[config.mk]
export PLATFORM = sky130hd
export DESIGN_NAME = joystick_axis_scale_button_oneshot_unit
export DESIGN_NICKNAME = d
export VERILOG_FILES = /design/src/design/jas_pkg.sv /design/src/design/jas_div.sv /design/src/design/joystick_axis_scale_button_oneshot_unit.sv
export VERILOG_INCLUDE_DIRS = /design/src /design/src/design
export SDC_FILE = /design/constraint.sdc
export NUM_CORES = 1
export LEC_CHECK = 0
export BUFFER_PORTS_ARGS = -buffer_cell sky130_fd_sc_hd__buf_2
export CAP_MARGIN = 20
export CORE_MARGIN = 3
export CORE_UTILIZATION = 40
export DETAILED_ROUTE_END_ITERATION = 8
export PLACE_DENSITY = 0.64
export SLEW_MARGIN = 20
export SYNTH_ARGS = -nofsm -noshare
export SYNTH_HDL_FRONTEND = slang
export SYNTH_HIERARCHICAL = 1
export SYNTH_SLANG_ARGS = --single-unit
[constraint.sdc]
create_clock -name i_clk -period 18.1 [get_ports i_clk]
set_input_delay 0.905 -clock i_clk [delete_from_list [all_inputs] [get_ports i_clk]]
set_output_delay 0.905 -clock i_clk [all_outputs]
set_load 0.01 [all_outputs]
[src/design/joystick_axis_scale_button_oneshot_unit_assert.svh]
// Assertion macros shared by the joystick scaler RTL.
// Depends on nothing; the including module must have i_clk and i_rst_n.
`ifndef JOYSTICK_AXIS_SCALE_BUTTON_ONESHOT_UNIT_ASSERT_SVH
`define JOYSTICK_AXIS_SCALE_BUTTON_ONESHOT_UNIT_ASSERT_SVH

// Checks a property on every clock edge outside reset.
`define JAS_ASSERT(lbl, prop, msg) \
    lbl: assert property (@(posedge i_clk) disable iff (!i_rst_n) prop) \
        else $error(msg);

// Checks that a condition implies a consequence in the same cycle.
`define JAS_ASSERT_IMPL(lbl, ante, cons, msg) \
    lbl: assert property (@(posedge i_clk) disable iff (!i_rst_n) (ante) |-> (cons)) \
        else $error(msg);

`endif

[src/design/jas_pkg.sv]
// Package for the joystick scaler: payload structs, register indexes, state enum.
// Used by the top level; depends on nothing.
`timescale 1ns / 1ps

package jas_pkg;

    localparam int AXIS_W   = 16;
    localparam int BTN_W    = 4;
    localparam int BNUM_W   = 3;
    localparam int POS_W    = 7;
    localparam int CFG_W    = 16;
    localparam int CFG_A_W  = 3;
    // 100 * (axis difference) needs seven more bits than the axis.
    localparam int NUM_W    = AXIS_W + 7;

    localparam logic [POS_W-1:0] POS_MAX = 7'd100;

    localparam logic OP_SAMPLE = 1'b0;
    localparam logic OP_QUERY  = 1'b1;

    localparam logic [CFG_A_W-1:0] CFG_ENABLED = 3'd0;
    localparam logic [CFG_A_W-1:0] CFG_AUTO_REP = 3'd1;
    localparam logic [CFG_A_W-1:0] CFG_X_MIN   = 3'd2;
    localparam logic [CFG_A_W-1:0] CFG_X_MAX   = 3'd3;
    localparam logic [CFG_A_W-1:0] CFG_Y_MIN   = 3'd4;
    localparam logic [CFG_A_W-1:0] CFG_Y_MAX   = 3'd5;

    typedef struct packed {
        logic              opcode;
        logic [AXIS_W-1:0] raw_x;
        logic [AXIS_W-1:0] raw_y;
        logic [BTN_W-1:0]  raw_buttons;
        logic              unplugged;
        logic [BNUM_W-1:0] button_number;
    } t_in_item;

    typedef struct packed {
        logic             ok;
        logic [POS_W-1:0] position_x;
        logic [POS_W-1:0] position_y;
    } t_out_item;

    typedef enum logic [2:0] {
        ST_IDLE,
        ST_DECODE,
        ST_PREP,
        ST_DIV,
        ST_FINISH
    } t_state;

endpackage

[src/design/jas_div.sv]
// Bit-serial restoring divider: one quotient bit per cycle, unsigned operands.
// Depends on nothing but its parameters.
`timescale 1ns / 1ps

module jas_div #(
    parameter int NUM_W = 23,
    parameter int DEN_W = 16
) (
    input  logic             i_clk,
    input  logic             i_rst_n,
    input  logic             i_start,
    input  logic [NUM_W-1:0] i_num,
    input  logic [DEN_W-1:0] i_den,
    output logic [NUM_W-1:0] o_quo,
    output logic             o_done
);

    localparam int CNT_W = $clog2(NUM_W + 1);

    logic [NUM_W-1:0] r_num;
    logic [DEN_W-1:0] r_den;
    logic [DEN_W-1:0] r_rem;
    logic [NUM_W-1:0] r_quo;
    logic [CNT_W-1:0] r_cnt;
    logic             r_done;

    logic [DEN_W:0]   shifted;
    logic [DEN_W+1:0] trial;
    logic             borrow;

    assign shifted = {r_rem, r_num[NUM_W-1]};
    assign trial   = {1'b0, shifted} - {2'b00, r_den};
    assign borrow  = trial[DEN_W+1];

    always_ff @(posedge i_clk) begin
        if (!i_rst_n) begin
            r_cnt  <= '0;
            r_done <= 1'b0;
        end else begin
            r_done <= (r_cnt == CNT_W'(1));
            if (i_start) begin
                r_cnt <= CNT_W'(NUM_W);
            end else if (r_cnt != '0) begin
                r_cnt <= r_cnt - CNT_W'(1);
            end
        end
    end

    always_ff @(posedge i_clk) begin
        if (i_start) begin
            r_num <= i_num;
            r_den <= i_den;
            r_rem <= '0;
            r_quo <= '0;
        end else if (r_cnt != '0) begin
            r_num <= {r_num[NUM_W-2:0], 1'b0};
            r_rem <= borrow ? shifted[DEN_W-1:0] : trial[DEN_W-1:0];
            r_quo <= {r_quo[NUM_W-2:0], ~borrow};
        end
    end

    assign o_quo  = r_quo;
    assign o_done = r_done;

endmodule

[src/design/joystick_axis_scale_button_oneshot_unit.sv]
// Top level of the joystick scaler: configuration, sequencer, button logic, output register.
// Depends on jas_pkg, jas_div and the assertion macro header.
// A sample passes through decode, prep and two 23-step bit-serial divisions in jas_div,
// one per axis, before its result is registered; no new item is taken until then.
// An axis with equal extents skips its division.
// A button query or a rejected sample goes from decode straight to the finish state.
// Synchronous active-low reset clears control state, configuration, button state and the stored positions.
`timescale 1ns / 1ps

module joystick_axis_scale_button_oneshot_unit
    import jas_pkg::*;
#(
    parameter int BUTTON_COUNT = 4
) (
    input  logic               i_clk,
    input  logic               i_rst_n,
    input  logic               i_in_valid,
    output logic               o_in_stall,
    input  t_in_item           i_in_data,
    output logic               o_out_valid,
    input  logic               i_out_stall,
    output t_out_item          o_out_data,
    input  logic               i_cfg_we,
    input  logic [CFG_A_W-1:0] i_cfg_addr,
    input  logic [CFG_W-1:0]   i_cfg_wdata
);

    `include "joystick_axis_scale_button_oneshot_unit_assert.svh"

    t_state r_state;
    t_state n_state;

    logic              r_enabled;
    logic              r_auto;
    logic [AXIS_W-1:0] r_x_min;
    logic [AXIS_W-1:0] r_x_max;
    logic [AXIS_W-1:0] r_y_min;
    logic [AXIS_W-1:0] r_y_max;

    logic [POS_W-1:0]        r_scaled_x;
    logic [POS_W-1:0]        r_scaled_y;
    logic [BUTTON_COUNT-1:0] r_latched;
    logic [BUTTON_COUNT-1:0] r_serviced;
    logic [BUTTON_COUNT-1:0] n_latched;
    logic [BUTTON_COUNT-1:0] n_serviced;

    t_in_item         r_item;
    logic             r_do_sample;
    logic             r_axis;
    logic             r_neg;
    logic [POS_W-1:0] r_new_x;
    logic [POS_W-1:0] r_new_y;

    logic      r_out_valid;
    t_out_item r_out;

    logic in_acc;
    logic out_free;
    logic fin;
    logic div_start;
    logic fin_ok;
    logic down;

    logic [AXIS_W-1:0] sel_raw;
    logic [AXIS_W-1:0] sel_lo;
    logic [AXIS_W-1:0] sel_hi;
    logic [AXIS_W:0]   diff_n;
    logic [AXIS_W:0]   diff_d;
    logic [AXIS_W:0]   abs_n;
    logic [AXIS_W:0]   abs_d;
    logic [NUM_W-1:0]  mag_n;
    logic [NUM_W-1:0]  num100;
    logic              d_zero;
    logic              neg;

    logic [NUM_W-1:0] div_quo;
    logic             div_done;
    logic [POS_W-1:0] div_val;

    logic [31:0]             btn_wide;
    logic [BUTTON_COUNT-1:0] btn_raw;
    logic [BUTTON_COUNT-1:0] sel;

    assign in_acc   = i_in_valid && !o_in_stall;
    assign out_free = !r_out_valid || !i_out_stall;

    // Axis operands for the current pass: X first, then Y.
    assign sel_raw = r_axis ? r_item.raw_y : r_item.raw_x;
    assign sel_lo  = r_axis ? r_y_min : r_x_min;
    assign sel_hi  = r_axis ? r_y_max : r_x_max;
    assign diff_n  = {1'b0, sel_raw} - {1'b0, sel_lo};
    assign diff_d  = {1'b0, sel_hi} - {1'b0, sel_lo};
    assign abs_n   = diff_n[AXIS_W] ? (~diff_n + (AXIS_W+1)'(1)) : diff_n;
    assign abs_d   = diff_d[AXIS_W] ? (~diff_d + (AXIS_W+1)'(1)) : diff_d;
    assign mag_n   = NUM_W'(abs_n[AXIS_W-1:0]);
    assign num100  = (mag_n << 6) + (mag_n << 5) + (mag_n << 2);
    assign d_zero  = (diff_d == '0);
    // Opposite signs give a quotient at or below zero, which clamps to zero.
    assign neg     = diff_n[AXIS_W] ^ diff_d[AXIS_W];

    jas_div #(
        .NUM_W (NUM_W),
        .DEN_W (AXIS_W)
    ) u_div (
        .i_clk   (i_clk),
        .i_rst_n (i_rst_n),
        .i_start (div_start),
        .i_num   (num100),
        .i_den   (abs_d[AXIS_W-1:0]),
        .o_quo   (div_quo),
        .o_done  (div_done)
    );

    assign div_val = r_neg ? '0 :
                     ((div_quo > NUM_W'(POS_MAX)) ? POS_MAX : div_quo[POS_W-1:0]);

    // Next state.
    always_comb begin
        n_state = r_state;
        unique case (r_state)
            ST_IDLE: begin
                if (in_acc) n_state = ST_DECODE;
            end
            ST_DECODE: begin
                if (r_enabled && (r_item.opcode == OP_SAMPLE) && !r_item.unplugged) begin
                    n_state = ST_PREP;
                end else begin
                    n_state = ST_FINISH;
                end
            end
            ST_PREP: begin
                if (!d_zero) begin
                    n_state = ST_DIV;
                end else if (r_axis) begin
                    n_state = ST_FINISH;
                end
            end
            ST_DIV: begin
                if (div_done) n_state = r_axis ? ST_FINISH : ST_PREP;
            end
            ST_FINISH: begin
                if (out_free) n_state = ST_IDLE;
            end
            default: n_state = ST_IDLE;
        endcase
    end

    // State outputs.
    always_comb begin
        o_in_stall = (r_state != ST_IDLE);
        div_start  = (r_state == ST_PREP) && !d_zero;
        fin        = (r_state == ST_FINISH) && out_free;
    end

    always_ff @(posedge i_clk) begin
        if (!i_rst_n) begin
            r_state <= ST_IDLE;
        end else begin
            r_state <= n_state;
        end
    end

    // Configuration registers.
    always_ff @(posedge i_clk) begin
        if (!i_rst_n) begin
            r_enabled <= 1'b0;
            r_auto    <= 1'b1;
            r_x_min   <= '0;
            r_x_max   <= '0;
            r_y_min   <= '0;
            r_y_max   <= '0;
        end else if (i_cfg_we) begin
            unique case (i_cfg_addr)
                CFG_ENABLED:  r_enabled <= i_cfg_wdata[0];
                CFG_AUTO_REP: r_auto    <= i_cfg_wdata[0];
                CFG_X_MIN:    r_x_min   <= i_cfg_wdata[AXIS_W-1:0];
                CFG_X_MAX:    r_x_max   <= i_cfg_wdata[AXIS_W-1:0];
                CFG_Y_MIN:    r_y_min   <= i_cfg_wdata[AXIS_W-1:0];
                CFG_Y_MAX:    r_y_max   <= i_cfg_wdata[AXIS_W-1:0];
                default: ;
            endcase
        end
    end

    // Sequencer data path.
    always_ff @(posedge i_clk) begin
        if (in_acc) r_item <= i_in_data;
        unique case (r_state)
            ST_DECODE: begin
                r_do_sample <= r_enabled && (r_item.opcode == OP_SAMPLE)
                               && !r_item.unplugged;
                r_axis  <= 1'b0;
                r_new_x <= r_scaled_x;
                r_new_y <= r_scaled_y;
            end
            ST_PREP: begin
                r_neg <= neg;
                if (d_zero) r_axis <= 1'b1;
            end
            ST_DIV: begin
                if (div_done) begin
                    if (r_axis) begin
                        r_new_y <= div_val;
                    end else begin
                        r_new_x <= div_val;
                    end
                    r_axis <= 1'b1;
                end
            end
            default: ;
        endcase
    end

    // Button handling.
    assign btn_wide = 32'(r_item.raw_buttons);
    assign btn_raw  = btn_wide[BUTTON_COUNT-1:0];

    always_comb begin
        for (int i = 0; i < BUTTON_COUNT; i++) begin
            sel[i] = (32'(r_item.button_number) == 32'(i) + 32'd1);
        end
    end

    assign down = |(r_latched & sel);

    always_comb begin
        n_latched  = r_latched;
        n_serviced = r_serviced;
        fin_ok     = 1'b0;
        if (r_do_sample) begin
            n_latched  = btn_raw;
            n_serviced = r_serviced & btn_raw;
            fin_ok     = 1'b1;
        end else if (r_enabled && (r_item.opcode == OP_QUERY)) begin
            n_latched = r_latched & ~sel;
            // Without autorepeat a held button that was already reported reads as up.
            if (!(down && !r_auto && (|(r_serviced & sel)))) begin
                if (down) n_serviced = r_serviced | sel;
                fin_ok = down;
            end
        end
    end

    always_ff @(posedge i_clk) begin
        if (!i_rst_n) begin
            r_latched  <= '0;
            r_serviced <= '0;
            r_scaled_x <= '0;
            r_scaled_y <= '0;
        end else begin
            if (i_cfg_we && (i_cfg_addr == CFG_AUTO_REP)) begin
                r_latched  <= '0;
                r_serviced <= '0;
            end else if (fin) begin
                r_latched  <= n_latched;
                r_serviced <= n_serviced;
            end
            if (fin) begin
                r_scaled_x <= r_new_x;
                r_scaled_y <= r_new_y;
            end
        end
    end

    // Output register; a finished transaction waits here while the next one is taken.
    always_ff @(posedge i_clk) begin
        if (!i_rst_n) begin
            r_out_valid <= 1'b0;
        end else if (fin) begin
            r_out_valid <= 1'b1;
        end else if (!i_out_stall) begin
            r_out_valid <= 1'b0;
        end
    end

    always_ff @(posedge i_clk) begin
        if (fin) begin
            r_out.ok         <= fin_ok;
            r_out.position_x <= r_new_x;
            r_out.position_y <= r_new_y;
        end
    end

    assign o_out_valid = r_out_valid;
    assign o_out_data  = r_out;

    `JAS_ASSERT(a_pos_range, (r_scaled_x <= POS_MAX) && (r_scaled_y <= POS_MAX), "position out of range")
    `JAS_ASSERT_IMPL(a_done_in_div, div_done, r_state == ST_DIV, "divider finished outside a division")
    `JAS_ASSERT(a_div_timing, div_start |-> ##(NUM_W + 1) div_done, "divider finish misplaced")
    `JAS_ASSERT(a_serviced_sub, (fin && r_do_sample) |=> ((r_serviced & ~r_latched) == '0), "released button still serviced")

endmodule
# Yosys cells after proc, flatten, opt, wreduce, memory -nomap -nowiden
# Index checks and enable logic that the tools add are counted.
# W data, S select, Z words.
[totals]
ram_bits = 0
ff_bits = 249
input_bits = 65
latchBits = 0
n_memories = 0
output_inout_bits = 17
elab_cells = 158
rom_bits = 0
[classes]
bitwise = 12
reduce_logical = 42
n_lt_le_gt_ge = 1
n_div = 0
muxes = 39
add_sub_neg = 8
n_eq_ne = 23
multipliers = 0
n_shift = 0
[op_table]
columns = ["cell", "count"]
rows = [
  ["$mux W16", 6],
  ["$mux W23", 2],
  ["$mux W7", 6],
  ["$sub A16 B16 Y17", 2],
  ["$add A16 B1 Y16 const B", 2],
  ["$not A16 Y16", 2],
  ["$pmux W7 S2", 2],
  ["$mux W4", 6],
  ["$add A22 B21 Y23", 1],
  ["$add A23 B18 Y23", 1],
  ["$gt A23 B7 Y1 const B", 1],
  ["$mux W3", 7],
  ["$eq A3 B2 Y1 const B", 6],
  ["$sub A17 B16 Y18", 1],
  ["$logic_not A17 Y1", 1],
  ["$and A4 B4 Y4", 4],
  ["$pmux W3 S5", 1],
  ["$reduce_and A2 Y1", 7],
  ["$eq A3 B3 Y1 const B", 4],
  ["$ne A2 B2 Y1 const B", 6],
  ["$mux W5", 2],
  ["$eq A3 B1 Y1 const B", 3],
  ["$logic_and A1 B1 Y1", 9],
  ["$reduce_and A3 Y1", 3],
  ["19 further kinds", 40],
]

# Logic depth before layout (Yosys ltp)
[depth]
word_depth = 8
mapped_depth = 30
depth_no_buf = 27

# Modules after synthesis
# Netlist, hierarchy kept.
[modules_own_cells]
columns = ["module", "seq_area_each_um2", "area_per_inst_um2", "instances", "cells_each"]
rows = [
  ["joystick_axis_scale_button_oneshot_unit", 4033.9, 9968.3, 1, 1092],
  ["jas_div", 2072.0, 4103.9, 1, 404],
]

# Worst setup path before layout
# No wires, ideal clock.
[synth_path]
kind = "register to register"
from = "register r_axis"
to = "register u_div.r_num[21] (data pin)"
stages_incl_launch_ff = 31
t_arrival_ns = 6.733
synth_period_minus_slack_ns = 6.993
slack_ns = 11.107
cell_sequence = "edfxtp_1 -> clkbuf_1 -> buf_1 -> mux2i_1 -> ha_1 -> inv_1 -> fa_1 -> a211oi_1 -> o21bai_2 -> o311ai_2 -> nand3_1 -> a21oi_1 -> o21a_1 -> clkbuf_1 -> nand2_1 -> xor2_1 -> inv_1 -> fa_1 -> inv_1 -> ha_1 -> a21o_1 -> a21oi_1 -> nor2b_1 -> o21ai_0 -> a21oi_1 -> a41o_1 -> o41ai_1 -> o2111ai_1 -> a21oi_1 -> xnor2_1 -> mux2_2"
[synth_via]
elab_chain_len = 8
elab_cells_between_ends = 14
classes_between = "add/sub: 5; mux: 5; bitwise: 1; reduce/logical: 3"
[synth_rtl]
columns = ["element", "line", "text"]
rows = [
  ["start: declaration", "joystick_axis_scale_button_oneshot_unit.sv:49", "logic r_axis;"],
  ["start signal: assignment", "joystick_axis_scale_button_oneshot_unit.sv:192", "r_axis <= 1'b0;"],
  ["start signal: assignment", "joystick_axis_scale_button_oneshot_unit.sv:198", "if (d_zero) r_axis <= 1'b1;"],
  ["start signal: assignment", "joystick_axis_scale_button_oneshot_unit.sv:207", "r_axis <= 1'b1;"],
  ["$mux W16, on equally long branches", "joystick_axis_scale_button_oneshot_unit.sv:88, joystick_axis_scale_button_oneshot_unit.sv:89", ""],
  ["$sub A16 B16 Y17 *", "joystick_axis_scale_button_oneshot_unit.sv:91", "assign diff_n = {1'b0, sel_raw} - {1'b0, sel_lo};"],
  ["$not A16 Y16", "joystick_axis_scale_button_oneshot_unit.sv:93", "assign abs_n = diff_n[AXIS_W] ? (~diff_n + (AXIS_W+1)'(1)) : diff_n;"],
  ["$add A16 B1 Y16", "joystick_axis_scale_button_oneshot_unit.sv:93", ""],
  ["$mux W16 *", "joystick_axis_scale_button_oneshot_unit.sv:93", ""],
  ["$add A22 B21 Y23", "joystick_axis_scale_button_oneshot_unit.sv:96", "assign num100 = (mag_n << 6) + (mag_n << 5) + (mag_n << 2);"],
  ["$add A23 B18 Y23 *", "joystick_axis_scale_button_oneshot_unit.sv:96", ""],
  ["via num100[21]", "joystick_axis_scale_button_oneshot_unit.sv:72", "logic [NUM_W-1:0] num100;"],
  ["$mux W23 *", "jas_div.sv:50", "if (i_start) begin"],
  ["end signal: assignment", "jas_div.sv:51", "r_num <= i_num;"],
  ["end signal: assignment", "jas_div.sv:56", "r_num <= {r_num[NUM_W-2:0], 1'b0};"],
  ["end: declaration", "jas_div.sv:20", "logic [NUM_W-1:0] r_num;"],
]
# The timed path passes the listed nets; every way through them passes the cells marked *.
# A chain may end at the register's enable or synchronous reset.

# Worst setup path after layout
# Same ends and word-level chain as after synthesis.

==> metrics.md <==
| Metric | Value |
|---|---|
| Flop pwr share | `29.8%` |
| FFs w/ async S/R, synth | `0%` |
| Final wirelength | `31200 um` |
| Tot GR Track Use | `16.3%` |
| Clk Latency, worst-skew pair | `0.55 ns` |
| Fmax | `129 MHz` |
| Power per Cell Area | `165 mW/mm^2` |
| Hpwl dp | `22100 um` |
| Vias in the first global route | `10300` |
| Critical path endpoint category | `register` |
| IO Pins | `82` |
| Synthesized area | `0.0141 mm^2` |
| Core Region | `0.0346 mm^2` |
| Outcome | `finished, final reports clean` |
| Largest fanout on the critical path | `53` |
| Share of post-route cells with drive strength above 1 | `13.6%` |
| VDD IR max | `0.0000897 V` |
| Most common cell on crit path | `a21oi_1` |
| CTS Hold Bufs | `0` |
| Yosys warning count | `6` |
| Worst setup SP type | `register` |
| Worst-margin pin slew | `1.06 ns` |
| H-Tree Depth | `1` |
| Filler Cells Inserted | `3287` |
| Syn Area/Cell | `9.41 um^2` |
| Antenna violations before repair | `0` |
| Final Cycle Share | `42.8%` |
| Register area share after synthesis | `43.4%` |
| N_diodes | `0` |
| Most frequent cells in the layout | `nand2_1 (298), dfxtp_1 (137), edfxtp_1 (112)` |
| Max-slew violations | `0` |
| Slew margin rel. | `29.1%` |
| CTS buffer count | `28` |
| Drc violations | `0` |
| Worst path max stage delay | `0.61 ns` |
| Utilization after layout | `45.6%` |
| Clock Power Share | `21.2%` |
| Internal power | `1600 uW` |
| IO buf count | `81` |
| Post-route minimum period | `7.75 ns` |
| Crit path kind | `register to register` |
| Initial Util | `40.6%` |
| Critical Path AT | `8.05 ns` |
| Clock sink count | `249` |
| First-pass GRT wire length | `51800 um` |
| Final ANT Viol Nets | `0` |
| Sw frac | `38.3%` |
| Final #Nets | `1718` |
| Primary FF master, synth | `dfxtp_1` |
| Setup TNS | `0 ns` |
| Worst min path class | `register to register` |
| RSZ-0062 raised after global routing | `no` |
| Largest net degree at the start of global routing | `94` |
| Wire length per cell | `15.3 um` |
| Area Overhead vs Synth | `12.3%` |
| DR vias | `10500` |
| NetSw | `996 uW` |
| EDFF count, synth | `112` |
| Worst EP required | `18.40 ns` |
| Clock Skew | `0.0123 ns` |
| Initial DRC Count | `594` |
| Root Driver | `clkbuf_16` |
| Synthesized flop and latch total | `249` |
| GP Congestion | `0.823` |
| Gr ovfl total | `0` |
| MaxCap Viol Count | `0` |
| Lkg Pwr | `0.00623 uW` |
| CTS tree | `done` |
| First drt pass iteration count | `5` |
| Clk slew on worst S/H paths | `0.06 ns` |
| Area of the die | `0.0375 mm^2` |
| Library cells used by synthesis | `84` |
| Logic gate share of total power | `49.0%` |
| Row cnt | `68` |
| CP max stage cell | `buf_4` |
| Deepest clock path buffer count | `3` |
| Final Setup Violations | `0` |
| Die height | `194 um` |
| Post-CTS setup buffers | `0` |
| Post_cts resized | `0` |
| DR vias/cell | `5.17` |
| Horiz. Die Dim | `194 um` |
| Gate Count Post-Synth | `1496` |
| Final hold vios | `0` |
| Commonest non-fill, non-tap cell in the layout | `nand2_1` |
## power groups by stage
| stage | Combinational, uW | Sequential (uW) | Clock [uW] |
|---|---|---|---|
| global route | 1460 | 787 | 591 |
| detailed placement | 1270 | 784 | 0 |
| CTS | 1280 | 774 | 569 |
| floorplan | 1040 | 766 | 0 |
| finish | 1270 | 774 | 552 |
| global placement | 1240 | 784 | 0 |
## worst max-delay path: cells and delay by family, from the launching register on
kind	cells	cell delay, ns
AOI/OAI and AO/OA	13	3.44
adders and majority gates	4	1.49
buffers and inverters	4	0.85
muxes	2	0.58
xor gates and xnor gates	2	0.41
DFF	1	0.32
and+or+nand+nor	3	0.31
## logic make-up after synthesis
family / after synthesis / synth area share, %
compound gates: 335 / 16.6
xor+xnor: 72 / 4.48
fa+ha+maj: 89 / 8.61
buf+inv: 126 / 3.56
flops: 249 / 43.4
mux: 85 / 6.53
other cells: 1 / 0.0266
simple gates: 539 / 16.8
## flip-flops by register name, summed over array words and instances, names as in the netlist, 15 cells and up
| signal | count |
|---|---|
| r_item | 37 |
| u_div/o_quo | 23 |
| u_div/r_rem | 16 |
| r_y_max | 16 |
| u_div/r_den | 16 |
| o_out_data | 15 |
| r_y_min | 16 |
| r_x_max | 16 |
| r_x_min | 16 |
| u_div/r_num | 23 |
## layer usage
metal | vias to the layer above | wire length, um | track usage (%)
met5 | - | 0 | 0
met4 | 0 | 751 | 4.55
met3 | 43 | 1030 | 2.23
met2 | 154 | 14300 | 27.2
met1 | 4932 | 15100 | 22.4
li1 | 5413 | - | -
## Yosys cell counts (27+ instances only)
master	count	share of area, %
a21boi_0	82	4.4
a21oi_1	80	2.8
clkbuf_1	43	1.1
dfxtp_1	137	19
edfxtp_1	112	24
ha_1	76	6.8
inv_1	72	1.9
mux2_2	54	4.3
mux2i_1	31	2.2
nand2_1	298	7.9
nand3_1	32	1.1
nor2_1	91	2.4
nor3_1	27	0.96
o21ai_0	42	1.5
xnor2_1	41	2.6
xor2_1	31	1.9
## area by class of cell
cell class | instances | area, um^2 | share of cell area (%)
multi-input cells | 1122 | 7480 | 47.4
clock inverters | 12 | 128 | 0.808
well taps | 455 | 569 | 3.60
flip-flops and latches | 249 | 6110 | 38.6
inverters | 72 | 270 | 1.71
repair buffers | 91 | 480 | 3.04
clock buffers | 40 | 766 | 4.85
## final timing paths
kind	start	end	slack [ns]	cells past startpoint
setup reg to reg	r_axis	u_div/r_num[21]	10.36	28
hold reg to reg	r_new_x[2]	o_out_data[9]	0.45	0
setup / recovery	r_axis	u_div/r_num[21]	10.36	28
hold / removal	r_new_x[2]	o_out_data[9]	0.45	0
## metrics by stage
step	hold WS (ns)	total power, uW	cells	worst slack [ns]	cell area (um^2)
floorplan	0.426	1810	1497	11.11	14100
global placement	0.431	2020	1989	10.60	14900
detailed placement	0.435	2050	1989	10.43	14900
CTS	0.450	2620	2041	10.35	15800
global route	0.465	2840	2041	9.77	15800
finish	0.448	2600	2041	10.36	15800
Power figures use the tool's default switching activity.
